**src/rtl/core/desrf_pkg.sv**
```systemverilog
package desrf_pkg;

    localparam int HALF_W  = 32;
    localparam int KEY_W   = 48;
    localparam int GROUPS  = 8;
    localparam int SIX_W   = 6;
    localparam int NIB_W   = 4;

    typedef logic [HALF_W-1:0] t_half;
    typedef logic [KEY_W-1:0]  t_key;
    typedef logic [SIX_W-1:0]  t_six;
    typedef logic [NIB_W-1:0]  t_nib;
    typedef logic [2:0]        t_box;

    localparam logic [5:0] E_TAB [KEY_W] = '{
        32, 1, 2, 3, 4, 5, 4, 5, 6, 7, 8, 9,
        8, 9, 10, 11, 12, 13, 12, 13, 14, 15, 16, 17,
        16, 17, 18, 19, 20, 21, 20, 21, 22, 23, 24, 25,
        24, 25, 26, 27, 28, 29, 28, 29, 30, 31, 32, 1
    };

    localparam logic [5:0] P_TAB [HALF_W] = '{
        16, 7, 20, 21, 29, 12, 28, 17, 1, 15, 23, 26, 5, 18, 31, 10,
        2, 8, 24, 14, 32, 27, 3, 9, 19, 13, 30, 6, 22, 11, 4, 25
    };

    localparam logic [3:0] SBOX_TAB [GROUPS][64] = '{
        '{14, 4, 13, 1, 2, 15, 11, 8, 3, 10, 6, 12, 5, 9, 0, 7,
          0, 15, 7, 4, 14, 2, 13, 1, 10, 6, 12, 11, 9, 5, 3, 8,
          4, 1, 14, 8, 13, 6, 2, 11, 15, 12, 9, 7, 3, 10, 5, 0,
          15, 12, 8, 2, 4, 9, 1, 7, 5, 11, 3, 14, 10, 0, 6, 13},
        '{15, 1, 8, 14, 6, 11, 3, 4, 9, 7, 2, 13, 12, 0, 5, 10,
          3, 13, 4, 7, 15, 2, 8, 14, 12, 0, 1, 10, 6, 9, 11, 5,
          0, 14, 7, 11, 10, 4, 13, 1, 5, 8, 12, 6, 9, 3, 2, 15,
          13, 8, 10, 1, 3, 15, 4, 2, 11, 6, 7, 12, 0, 5, 14, 9},
        '{10, 0, 9, 14, 6, 3, 15, 5, 1, 13, 12, 7, 11, 4, 2, 8,
          13, 7, 0, 9, 3, 4, 6, 10, 2, 8, 5, 14, 12, 11, 15, 1,
          13, 6, 4, 9, 8, 15, 3, 0, 11, 1, 2, 12, 5, 10, 14, 7,
          1, 10, 13, 0, 6, 9, 8, 7, 4, 15, 14, 3, 11, 5, 2, 12},
        '{7, 13, 14, 3, 0, 6, 9, 10, 1, 2, 8, 5, 11, 12, 4, 15,
          13, 8, 11, 5, 6, 15, 0, 3, 4, 7, 2, 12, 1, 10, 14, 9,
          10, 6, 9, 0, 12, 11, 7, 13, 15, 1, 3, 14, 5, 2, 8, 4,
          3, 15, 0, 6, 10, 1, 13, 8, 9, 4, 5, 11, 12, 7, 2, 14},
        '{2, 12, 4, 1, 7, 10, 11, 6, 8, 5, 3, 15, 13, 0, 14, 9,
          14, 11, 2, 12, 4, 7, 13, 1, 5, 0, 15, 10, 3, 9, 8, 6,
          4, 2, 1, 11, 10, 13, 7, 8, 15, 9, 12, 5, 6, 3, 0, 14,
          11, 8, 12, 7, 1, 14, 2, 13, 6, 15, 0, 9, 10, 4, 5, 3},
        '{12, 1, 10, 15, 9, 2, 6, 8, 0, 13, 3, 4, 14, 7, 5, 11,
          10, 15, 4, 2, 7, 12, 9, 5, 6, 1, 13, 14, 0, 11, 3, 8,
          9, 14, 15, 5, 2, 8, 12, 3, 7, 0, 4, 10, 1, 13, 11, 6,
          4, 3, 2, 12, 9, 5, 15, 10, 11, 14, 1, 7, 6, 0, 8, 13},
        '{4, 11, 2, 14, 15, 0, 8, 13, 3, 12, 9, 7, 5, 10, 6, 1,
          13, 0, 11, 7, 4, 9, 1, 10, 14, 3, 5, 12, 2, 15, 8, 6,
          1, 4, 11, 13, 12, 3, 7, 14, 10, 15, 6, 8, 0, 5, 9, 2,
          6, 11, 13, 8, 1, 4, 10, 7, 9, 5, 0, 15, 14, 2, 3, 12},
        '{13, 2, 8, 4, 6, 15, 11, 1, 10, 9, 3, 14, 5, 0, 12, 7,
          1, 15, 13, 8, 10, 3, 7, 4, 12, 5, 6, 11, 0, 14, 9, 2,
          7, 11, 4, 1, 9, 12, 14, 2, 0, 6, 10, 13, 15, 3, 5, 8,
          2, 1, 14, 7, 4, 10, 8, 13, 15, 12, 9, 0, 3, 5, 6, 11}
    };

    // Bits are numbered from 1 at the most significant end, as in the standard.
    function automatic t_key expand(input t_half r);
        t_key e;
        for (int i = 0; i < KEY_W; i++) begin
            e[KEY_W-1-i] = r[5'(HALF_W - int'(E_TAB[i]))];
        end
        return e;
    endfunction

    function automatic t_half permute(input t_half s);
        t_half p;
        for (int i = 0; i < HALF_W; i++) begin
            p[HALF_W-1-i] = s[5'(HALF_W - int'(P_TAB[i]))];
        end
        return p;
    endfunction

endpackage

```
**src/rtl/core/desrf_sbox.sv**
```systemverilog
module desrf_sbox (
    input  desrf_pkg::t_box i_box,
    input  desrf_pkg::t_six i_six,
    output desrf_pkg::t_nib o_nib
);
    import desrf_pkg::*;

    logic [5:0] w_addr;

    // The row is formed from the outer bits and the column from the inner four.
    assign w_addr = {i_six[5], i_six[0], i_six[4:1]};
    assign o_nib  = SBOX_TAB[i_box][w_addr];

endmodule

```
**src/rtl/core/desrf_fcore.sv**
```systemverilog
module desrf_fcore (
    input  desrf_pkg::t_half i_half_block,
    input  desrf_pkg::t_key  i_round_key,
    output desrf_pkg::t_half o_f_result
);
    import desrf_pkg::*;

    t_key  w_mixed;
    t_half w_subst;

    assign w_mixed = expand(i_half_block) ^ i_round_key;

    for (genvar g = 0; g < GROUPS; g++) begin : g_box
        desrf_sbox u_sbox (
            .i_box (3'(g)),
            .i_six (w_mixed[KEY_W-1-SIX_W*g -: SIX_W]),
            .o_nib (w_subst[HALF_W-1-NIB_W*g -: NIB_W])
        );
    end

    assign o_f_result = permute(w_subst);

endmodule

```
**src/rtl/core/des_round_function.sv**
```systemverilog
// DES round function f: P(S(E(R) xor K)).
// A request is captured in the input registers, then its result in the result register.
// Throughput: one request per cycle while the output is not stalled, set by the input
// and result registers with the whole f computation between them.
// Reset: synchronous, active low; clears both valid flags and holds input stalled.
module des_round_function (
    input  logic             i_clk,
    input  logic             i_rst_n,
    input  logic             i_in_valid,
    output logic             o_in_stall,
    input  desrf_pkg::t_half i_half_block,
    input  desrf_pkg::t_key  i_round_key,
    output logic             o_out_valid,
    input  logic             i_out_stall,
    output desrf_pkg::t_half o_f_result
);
    import desrf_pkg::*;

    logic  r_s1_valid;
    t_half r_half;
    t_key  r_key;
    logic  r_out_valid;
    t_half r_f_result;
    t_half w_f;
    logic  w_s2_ready;
    logic  w_s1_ready;

    assign w_s2_ready = !r_out_valid || !i_out_stall;
    assign w_s1_ready = !r_s1_valid || w_s2_ready;
    assign o_in_stall = !i_rst_n || !w_s1_ready;

    always_ff @(posedge i_clk) begin
        if (!i_rst_n) begin
            r_s1_valid <= 1'b0;
        end else if (w_s1_ready) begin
            r_s1_valid <= i_in_valid;
        end
    end

    always_ff @(posedge i_clk) begin
        if (w_s1_ready && i_in_valid) begin
            r_half <= i_half_block;
            r_key  <= i_round_key;
        end
    end

    desrf_fcore u_fcore (
        .i_half_block (r_half),
        .i_round_key  (r_key),
        .o_f_result   (w_f)
    );

    always_ff @(posedge i_clk) begin
        if (!i_rst_n) begin
            r_out_valid <= 1'b0;
        end else if (w_s2_ready) begin
            r_out_valid <= r_s1_valid;
        end
    end

    always_ff @(posedge i_clk) begin
        if (w_s2_ready && r_s1_valid) begin
            r_f_result <= w_f;
        end
    end

    assign o_out_valid = r_out_valid;
    assign o_f_result  = r_f_result;

`ifndef SYNTHESIS
    a_stall_needs_full: assert property (@(posedge i_clk) disable iff (!i_rst_n)
        o_in_stall |-> (r_s1_valid && r_out_valid))
        else $error("input stalled while the pipeline has room");

    a_accept_fills: assert property (@(posedge i_clk) disable iff (!i_rst_n)
        (i_in_valid && !o_in_stall) |=> r_s1_valid)
        else $error("accepted request was not captured");

    a_result_load: assert property (@(posedge i_clk) disable iff (!i_rst_n)
        (r_s1_valid && w_s2_ready) |=> (o_out_valid && o_f_result == $past(w_f)))
        else $error("result register did not take the computed value");

    a_no_loss: assert property (@(posedge i_clk) disable iff (!i_rst_n)
        (r_s1_valid && !w_s2_ready) |=> r_s1_valid && $stable(r_half) && $stable(r_key))
        else $error("held request was lost or altered");
`endif

endmodule
```
**config.mk**
```make
export PLATFORM = sky130hd
export DESIGN_NAME = des_round_function
export DESIGN_NICKNAME = d
export VERILOG_FILES = /design/src/rtl/core/desrf_pkg.sv /design/src/rtl/core/desrf_sbox.sv /design/src/rtl/core/desrf_fcore.sv /design/src/rtl/core/des_round_function.sv
export SDC_FILE = /design/constraint.sdc
export NUM_CORES = 1
export LEC_CHECK = 0
export CAP_MARGIN = 20
export CORE_AREA = 2 2 102 104
export CTS_CLUSTER_DIAMETER = 40
export DETAILED_ROUTE_END_ITERATION = 7
export DIE_AREA = 0 0 104 106
export DONT_BUFFER_PORTS = 1
export SLEW_MARGIN = 20
export SYNTH_ARGS = -nofsm -noshare
export SYNTH_HDL_FRONTEND = slang
export SYNTH_SLANG_ARGS = --single-unit
```
**constraint.sdc**
```tcl
create_clock -name i_clk -period 4.9 [get_ports i_clk]
set_input_delay 0.735 -clock i_clk [delete_from_list [all_inputs] [get_ports i_clk]]
set_output_delay 0.735 -clock i_clk [all_outputs]
set_load 0.02 [all_outputs]
```
==> metrics.cfg, run 1 <==
[outcome]
status = finished, final reports clean

[global_route]
antenna_found_initial = 0
grt_max_degree = 39
grt_pass1_wl_mm = 12.4
grt_pass1_vias = 2552
grt-ovfl-total = 0
grt_usage = 0.136

[place]
hpwl_mm = 5.26
gp_congestion = 0.907
placed_area_um2 = 3970
place_inst = 493
port_buffers = 0

[setup_path]
cp_num_cells = 5
worst_setup_path_start_kind = flop
required_ns = 4.96
crit_path_max_incr_delay_ns = 0.54
arrival_ns = 2.94
rrSetupSlack_ns = 2.02
critPathBufInv = 1
crit_path_end_kind = flop
slowest_stage = xnor2_1
cp_cell_sequence = xnor2_1 -> inv_1 -> ha_1 -> mux4_1 -> mux4_2
crit_type = reg2reg
crit_family = multiplexers
ff2ff_path_depth = 5
cp_max_fo = 9

[cts]
post-cts-setup-buffers = 0
clk_latency_ns = 0.30
htree_levels = 2
cts_buffers = 5
post_cts_resized = 0
clockRootBuffer = clkbuf_8
cts_tree = yes
clkSlewWorstSetupHoldPaths_ns = 0.10
clk_path_buf_depth = 2
clock_sinks = 56
hold_buffers = 0

[logic_synthesis]
synth.mux.area_fraction = 0.0623
yosys_register_bits = 56
synth_area_leaders = edfxtp_1 42%, ha_1 9.6%, xnor2_1 4.3%
synthFlopType = edfxtp_1
syn_avg_cell_area_um2 = 10.6
yosysWarnings = 0
yosysSeqAreaShare = 0.426
netlist_area_um2 = 3900
synth-compound-area-share = 0.177
synth_simple_gate_area_frac = 0.0956
synth_top_family_by_area = compound AO/OA/AOI/OAI gates
yosysUniqueCellTypes = 51
synth_cells = 369
async_flop_share = 0
synth_top_cell_by_area = edfxtp_1
synth_xor_xnor_area_share = 0.0847
synth_top_area_frac = 0.416
synthAdderAreaFrac = 0.0963
synth_edf_count = 54

[sta]
drv_slew = 0
timing.fmax_ghz = 0.347
rsz0062_at_grt = false
timing.setup.tns_ns = 0
relSlewSlack = 0.277
post-route-min-period_ns = 2.88
tightest_slew_ns = 1.08
setup_viol = 0
skew_ns = 0.00788
finalHoldViolCount = 0
final.period_utilization = 0.588

[hold_path]
holdPathStages = 2
hp-class = reg2reg

[layout]
synthToLayoutAreaGrowth_pct = 4.94
antenna_cells = 0
drive_gt1_frac = 0.0575
nets = 478
finalNonFillerCells = 501
fin_util = 0.409
design_area_um2 = 4090

[drt]
wl_mm = 7.33
via_per_inst = 5.42
drc = 0
drt_iter0_drc = 144
num_vias = 2714
drtPass1Iterations = 4
antenna_left = 0
avgRoutedWirePerCell_um = 14.6

[die]
fp-row-count = 37
fp.dieH_um = 106
core_area_um2 = 10000
io_pins = 118
die_area_um2 = 11000
die_w_um = 104
start_util = 0.390

[pwr]
power.leakage_nw = 1.50
peakVddDrop_uv = 115
p_total_w = 0.00130
p_per_area_nw_per_um2 = 317

[run]
maxCapViolations = 0

[cell usage after synthesis, types with 2 or more instances]
master and count:
a211o_1 4, o31ai_1 3, xor2_1 15, a21oi_1 16, a311oi_1 2, o21a_1 2
mux2i_1 7, and2_1 4, a31oi_1 6, inv_1 13, nor3_1 9, a2111oi_0 4
xnor2_1 19, clkbuf_1 12, edfxtp_1 54, a211oi_1 4, or3_1 2, o22ai_1 2
o21ai_0 23, nand3_1 10, o211ai_1 13, nor2_1 25, a21boi_0 4, ha_1 30
a22oi_1 4, a221o_1 2, o221ai_1 2, a21o_1 2, buf_4 16, nand2_1 32
dfxtp_1 2, mux4_2 6, a2bb2oi_1 2
[layout make-up]
class | count | area, um2
fillers | 991 | 5910
clock inverters | 2 | 38.8
repair buffers | 1 | 7.51
well taps | 136 | 170
multi-input cells | 285 | 2080
flip-flops and latches | 56 | 1660
clock buffers | 6 | 72.6
inverters | 15 | 56.3
[final timing paths]
| kind | end | from |
|---|---|---|
| worst min-delay path | o_out_valid | r_s1_valid |
| worst max-delay path | o_f_result[20] | r_half[4] |
| worst min register to register | o_out_valid | r_s1_valid |
| worst max register to register | o_f_result[20] | r_half[4] |
[flip-flops by register name (all words and copies together), names as in the netlist]
signal and count:
r_half 16, r_key 22, o_f_result 16, r_s1_valid 1
o_out_valid 1
[routing by layer]
layer,up-vias,share of wire,GRT usage
li1,1335,-,-
met1,1292,0.44,0.173
met2,83,0.51,0.238
met3,4,0.042,0.0276
met4,0,0.0049,0.0309
met5,-,0,0
[cell families after synthesis]
| logic type | Yosys count |
|---|---|
| multiplexers | 15 |
| AND/OR/NAND/NOR | 86 |
| adder cells (fa/ha/maj) | 30 |
| other | 1 |
| XOR/XNOR | 36 |
| flip-flops | 56 |
| AO/OA/AOI/OAI | 102 |
| buffers and inverters | 43 |
[worst min-delay path, delay by kind of cell, from the launching register on]
kind,cells,cell delay (ns)
and+or+nand+nor,1,0.09
DFF,1,0.35
AOI/OAI and AO/OA,1,0.05
[where the power goes]
| group | switching (W) | internal [W] | total [W] |
|---|---|---|---|
| Sequential | 0.0000360 | 0.000573 | 0.000609 |
| Combinational | 0.000231 | 0.000152 | 0.000383 |
| Clock | 0.000152 | 0.000155 | 0.000306 |
| Total | 0.000418 | 0.000880 | 0.00130 |
[layout by cell type, fill, tap and decap left out, drive strengths merged, types with 3 or more instances in the layout]
| master | synthesis | routed |
|---|---|---|
| a2111oi | 4 | 4 |
| a211o | 4 | 4 |
| a211oi | 4 | 4 |
| a21boi | 4 | 4 |
| a21oi | 16 | 16 |
| a22oi | 4 | 4 |
| a31oi | 6 | 6 |
| and2 | 4 | 4 |
| clkbuf | 12 | 6 |
| conb | 1 | 16 |
| edfxtp | 54 | 54 |
| ha | 30 | 30 |
| inv | 14 | 15 |
| mux2i | 7 | 7 |
| mux4 | 7 | 7 |
| nand2 | 32 | 32 |
| nand3 | 10 | 10 |
| nor2 | 25 | 25 |
| nor3 | 9 | 9 |
| o211ai | 13 | 13 |
| o21ai | 23 | 23 |
| o31ai | 3 | 3 |
| xnor2 | 20 | 20 |
| xor2 | 16 | 16 |
[stage by stage]
step / setup WS [ns] / hold slack (ns)
2_1_floorplan: 2.34 / 0.475
3_3_place_gp: 2.04 / 0.487
3_5_place_dp: 2.00 / 0.498
4_1_cts: 1.99 / 0.498
5_1_grt: 1.86 / 0.479
6_report: 2.02 / 0.515
Power figures use the tool's default switching activity.
==> run 2, diff against run 1 <==
==> constraint.sdc (replaced) <==
create_clock -name i_clk -period 2.6 [get_ports i_clk]
set_input_delay 0.39 -clock i_clk [delete_from_list [all_inputs] [get_ports i_clk]]
set_output_delay 0.39 -clock i_clk [all_outputs]
set_load 0.02 [all_outputs]
==> run 2 against run 1 <==
  * Final area rose by 5.7%
  * Final cell count rose by 5.8%
  * Via count rose by 5.1%
  * Highest routed layer unchanged
==> metrics.cfg, run 2 (synthesis results as in run 1) <==
[setup_path]
arrival_ns = 2.47
worst_setup_path_start_kind = flop
cp_max_fo = 6
slowest_stage = mux4_2
reg2reg_from = r_key[8]
cp-startpoint = r_key[8]
cp_cell_sequence = xnor2_2 -> inv_1 -> ha_1 -> nor2_1 -> o21ai_0 -> a21boi_0 -> mux4_2
crit_path_end_kind = flop
rrSetupSlack_ns = 0.19
required_ns = 2.66
r2r-end = o_f_result[25]
ff2ff_path_depth = 7
endpoint = o_f_result[25]
crit_path_max_incr_delay_ns = 0.50
crit_type = reg2reg

[global_route]
antenna_found_initial = 0
grt_usage = 0.147
grt_max_degree = 39
grt_pass1_wl_mm = 13.4
grt_pass1_vias = 2767
grt-ovfl-total = 0

[drt]
drt_iter0_drc = 125
drc = 0
antenna_left = 0
via_per_inst = 5.38
avgRoutedWirePerCell_um = 15.1
wl_mm = 7.99
drtPass1Iterations = 4
num_vias = 2852

[cts]
htree_levels = 2
cts_tree = yes
clock_sinks = 56
cts_buffers = 5
clockRootBuffer = clkbuf_8
clkSlewWorstSetupHoldPaths_ns = 0.10
clk_path_buf_depth = 2
clk_latency_ns = 0.30
post-cts-setup-buffers = 0

[hold_path]
hp-class = in2reg

[sta]
skew_ns = 0.00310
setup_viol = 0
post-route-min-period_ns = 2.41
finalHoldViolCount = 0
relSlewSlack = 0.382
final.period_utilization = 0.927
timing.fmax_ghz = 0.415
timing.setup.tns_ns = 0
rsz0062_at_grt = false
tightest_slew_ns = 0.926
drv_slew = 0

[pwr]
power.leakage_nw = 1.65
p_per_area_nw_per_um2 = 589
peakVddDrop_uv = 269
p_total_w = 0.00255

[place]
placed_area_um2 = 4190
port_buffers = 0
hpwl_mm = 5.91
gp_congestion = 0.882

[outcome]
status = finished, final reports clean

[layout]
final_cell_mix = 54 x edfxtp_1, 32 x nand2_1, 30 x ha_1, 30 x buf_4, 25 x nor2_1
synthToLayoutAreaGrowth_pct = 10.9
final-seq-area_um2 = 1660
top_register = r_key
multi_input_area_um2 = 2100
antenna_cells = 0
fill_cells = 971
nets = 507
drive_gt1_frac = 0.132
final_common_cell = edfxtp_1
design_area_um2 = 4320
largest_reg_flops = 22

[die]
fp-row-count = 37
start_util = 0.390
io_pins = 118
fp.dieH_um = 106
die_area_um2 = 11000
core_area_um2 = 10000
die_w_um = 104

[run]
maxCapViolations = 0

[run 2: cell count changes in the layout (fill, tap and decap cells not counted)]
cell | before | now
buf_4 | 1 | 30
xnor2_1 | 18 | 17
xnor2_2 | 2 | 3
xor2_1 | 15 | 14
xor2_2 | 1 | 2
[run 2: final cells by class]
type,instances,share of cell area
Clock inverter,2,0.00897
Timing Repair Buffer,30,0.0521
Tap cell,136,0.0394
Inverter,15,0.0130
Multi-Input combinational cell,285,0.486
Sequential cell,56,0.384
Clock buffer,6,0.0168
[run 2: repair_timing]
action / in CTS / in global routing
hold buffers: 0 / 0
endpoints found under the setup margin: 0 / 5
resized for setup: 0 / 3
endpoints found under the hold margin: 0 / 0
[run 2: critical path: cells and delay by family, from the launching register on]
family | cells | cell delay (ns)
compound gates | 2 | 0.28
buf+inv | 1 | 0.11
simple gates | 1 | 0.16
flops | 1 | 0.45
fa+ha+maj | 1 | 0.30
mux | 1 | 0.50
xor+xnor | 1 | 0.34
[run 2: metal layers]
metal	track usage	up-vias	routed length, um
li1	-	1391	-
met1	0.184	1379	3510
met2	0.269	80	4110
met3	0.0258	2	348
met4	0.0270	0	23
met5	0	-	0
[run 2: metrics by stage]
stage / utilization / setup WS (ns) / cells / hold WS (ns)
after floorplan: - / 0.0435 / 384 / 0.475
after global placement: 0.419 / 0.0484 / 522 / 0.489
after detailed placement: 0.419 / 0.0454 / 522 / 0.489
after CTS: 0.430 / 0.0257 / 530 / 0.156
after global routing: 0.432 / 0.0557 / 530 / 0.144
final: 0.432 / 0.190 / 530 / 0.172
[run 2: worst min-delay path by stage]
stage,slack (ns),endpoint,cells after the start,start
finish,0.17,r_half[8],0,i_half_block[8]
CTS,0.16,r_half[11],0,i_half_block[11]
floorplan,0.47,o_out_valid,2,r_s1_valid
detailed placement,0.49,r_key[20],0,i_round_key[20]
global placement,0.49,r_half[0],0,i_half_block[0]
global route,0.14,r_half[11],0,i_half_block[11]
[run 2: report_power, final]
part | internal, W | total, W | switching [W]
Sequential | 0.00108 | 0.00115 | 0.0000692
Combinational | 0.000350 | 0.000809 | 0.000459
Clock | 0.000292 | 0.000590 | 0.000298
==> run 3, diff against run 2 <==
--- a/config.mk
+++ b/config.mk
@@ -5,11 +5,12 @@
 export SDC_FILE = /design/constraint.sdc
 export NUM_CORES = 1
 export LEC_CHECK = 0
+export ABC_AREA = 1
 export CAP_MARGIN = 20
-export CORE_AREA = 2 2 102 104
+export CORE_AREA = 2 2 104 106
 export CTS_CLUSTER_DIAMETER = 40
 export DETAILED_ROUTE_END_ITERATION = 7
-export DIE_AREA = 0 0 104 106
+export DIE_AREA = 0 0 106 108
 export DONT_BUFFER_PORTS = 1
 export SLEW_MARGIN = 20
 export SYNTH_ARGS = -nofsm -noshare
==> run 3 against run 2 <==
  * Final cell count grew 24%
  * Die area grew 3.8%
  * Final area shrank 2.2%
  * Non-clock buffer count shrank 23
  * Worst setup slack gained 0.40 ns
  * Area after synthesis grew 4.2%
  * Sequential cell count is the same
  * Via count grew 14%
  * Clock skew grew 0.0086 ns
==> metrics.cfg, run 3 <==
[outcome]
status = finished, final reports clean

[global_route]
grt_pass1_wl_mm = 13.1
grt-ovfl-total = 0
antenna_found_initial = 0
grt_pass1_vias = 2923
grt_max_degree = 24
grt_usage = 0.141

[logic_synthesis]
syn_avg_cell_area_um2 = 7.87
synth.most_common_cell = nand2_1
synth.top_cells.by_count = 214 x nand2_1, 78 x nand3_1, 54 x edfxtp_1, 42 x inv_1, 30 x ha_1
yosysSeqAreaShare = 0.409
synth_area_leaders = edfxtp_1 40%, nand2_1 20%, nand3_1 9.6%
synth_top_cell_by_area = edfxtp_1
synthFlopType = edfxtp_1
yosysUniqueCellTypes = 27
yosysWarnings = 0
synth_top_area_frac = 0.399
yosys_register_bits = 56
synth_edf_count = 54
netlist_area_um2 = 4060
synth_cells = 516
async_flop_share = 0

[layout]
final_common_cell = nand2_1
final_cell_mix = 214 x nand2_1, 78 x nand3_1, 54 x edfxtp_1
antenna_cells = 0
largest_reg_flops = 22
nets = 633
synthToLayoutAreaGrowth_pct = 4.13
drive_gt1_frac = 0.0519
finalNonFillerCells = 656
final-seq-area_um2 = 1660
top_register = r_key
fill_cells = 1012
multi_input_area_um2 = 2090

[die]
die_area_um2 = 11400
start_util = 0.397
io_pins = 118
fp.dieH_um = 108
core_area_um2 = 10200
fp-row-count = 37
die_w_um = 106

[place]
place_inst = 648
gp_congestion = 0.899
hpwl_mm = 5.97
port_buffers = 0

[run]
maxCapViolations = 0

[drt]
antenna_left = 0
drc = 0
drtPass1Iterations = 4
avgRoutedWirePerCell_um = 11.8
drt_iter0_drc = 111
wl_mm = 7.77
num_vias = 3253
via_per_inst = 4.96

[cts]
clock_sinks = 56
clockRootBuffer = clkbuf_8
clk_latency_ns = 0.31
clkSlewWorstSetupHoldPaths_ns = 0.10
cts_buffers = 5
hold_buffers = 0
clk_path_buf_depth = 2
post-cts-setup-buffers = 0
cts_tree = yes
htree_levels = 2
post_cts_resized = 0

[pwr]
peakVddDrop_uv = 386
power.leakage_nw = 2.03
p_per_area_nw_per_um2 = 531

[sta]
final.period_utilization = 0.772
timing.setup.tns_ns = 0
rsz0062_at_grt = false
tightest_slew_ns = 0.766
post-route-min-period_ns = 2.01
timing.fmax_ghz = 0.498
finalHoldViolCount = 0
drv_slew = 0
relSlewSlack = 0.486
setup_viol = 0
skew_ns = 0.0117

[hold_path]
hp-class = in2reg
holdPathStages = 0

[setup_path]
crit_type = reg2reg
crit_path_end_kind = flop
cp_max_fo = 7
rrSetupSlack_ns = 0.59
worst_setup_path_start_kind = flop
ff2ff_path_depth = 12
required_ns = 2.68
arrival_ns = 2.09

[run 3: cell count changes after synthesis, moves of 14 or more]
cell     delta
nand2_1   +182
nand3_1    +68
inv_1      +29
nor2_1     -18
o21ai_0    -14
[run 3: critical path, cell delays in order, from the launching register on]
cell,delay (ns)
edfxtp_1,0.45
inv_1,0.10
nand2_1,0.05
nand2_1,0.22
ha_1,0.32
inv_1,0.10
nand2_1,0.14
nand3_1,0.15
nand2_1,0.06
nand2_1,0.05
nand2_1,0.05
nand2_1,0.05
nand2_1,0.05
[run 3: path summary, 6_finish.rpt]
kind                    start       endpoint
max                 r_half[8]  o_f_result[3]
min          i_half_block[10]     r_half[10]
max reg2reg         r_half[8]  o_f_result[3]
min reg2reg        r_s1_valid    o_out_valid
[run 3: metal layers]
layer	GRT usage	vias up	part of all wire
met2	0.253	111	0.50
met4	0.0479	0	0.014
li1	-	1652	-
met1	0.167	1481	0.43
met5	0	-	0
met3	0.0325	9	0.061
[run 3: area by class of cell]
class / count / share of cell area
Sequential cell: 56 / 0.393
Multi-Input combinational cell: 402 / 0.494
Clock buffer: 7 / 0.0180
Timing Repair Buffer: 7 / 0.0124
Inverter: 47 / 0.0417
Tap cell: 136 / 0.0402
Clock inverter: 1 / 0.000887
[run 3: cells by family after synthesis]
| kind of cell | Yosys count | synth area share |
|---|---|---|
| compound gates | 32 | 0.0450 |
| xor+xnor | 18 | 0.0499 |
| fa+ha+maj | 30 | 0.0924 |
| buf+inv | 73 | 0.0905 |
| flops | 56 | 0.409 |
| other cells | 1 | 0.000923 |
| simple gates | 306 | 0.312 |
[run 3: report_power, final]
group | internal [W] | switching [W]
Clock | 0.000189 | 0.000272
Sequential | 0.00108 | 0.0000663
Combinational | 0.000219 | 0.000425
[run 3: stage by stage]
step	util	total power (W)	setup WS [ns]	hold WS (ns)	area [um2]
final	0.413	0.00225	0.592	0.169	4230
after global routing	0.413	0.00241	0.392	0.146	4230
after CTS	0.413	0.00228	0.571	0.152	4230
after detailed placement	0.406	0.00181	0.574	0.470	4150
after global placement	0.406	0.00179	0.630	0.464	4150
after floorplan	-	0.00170	0.771	0.447	4120
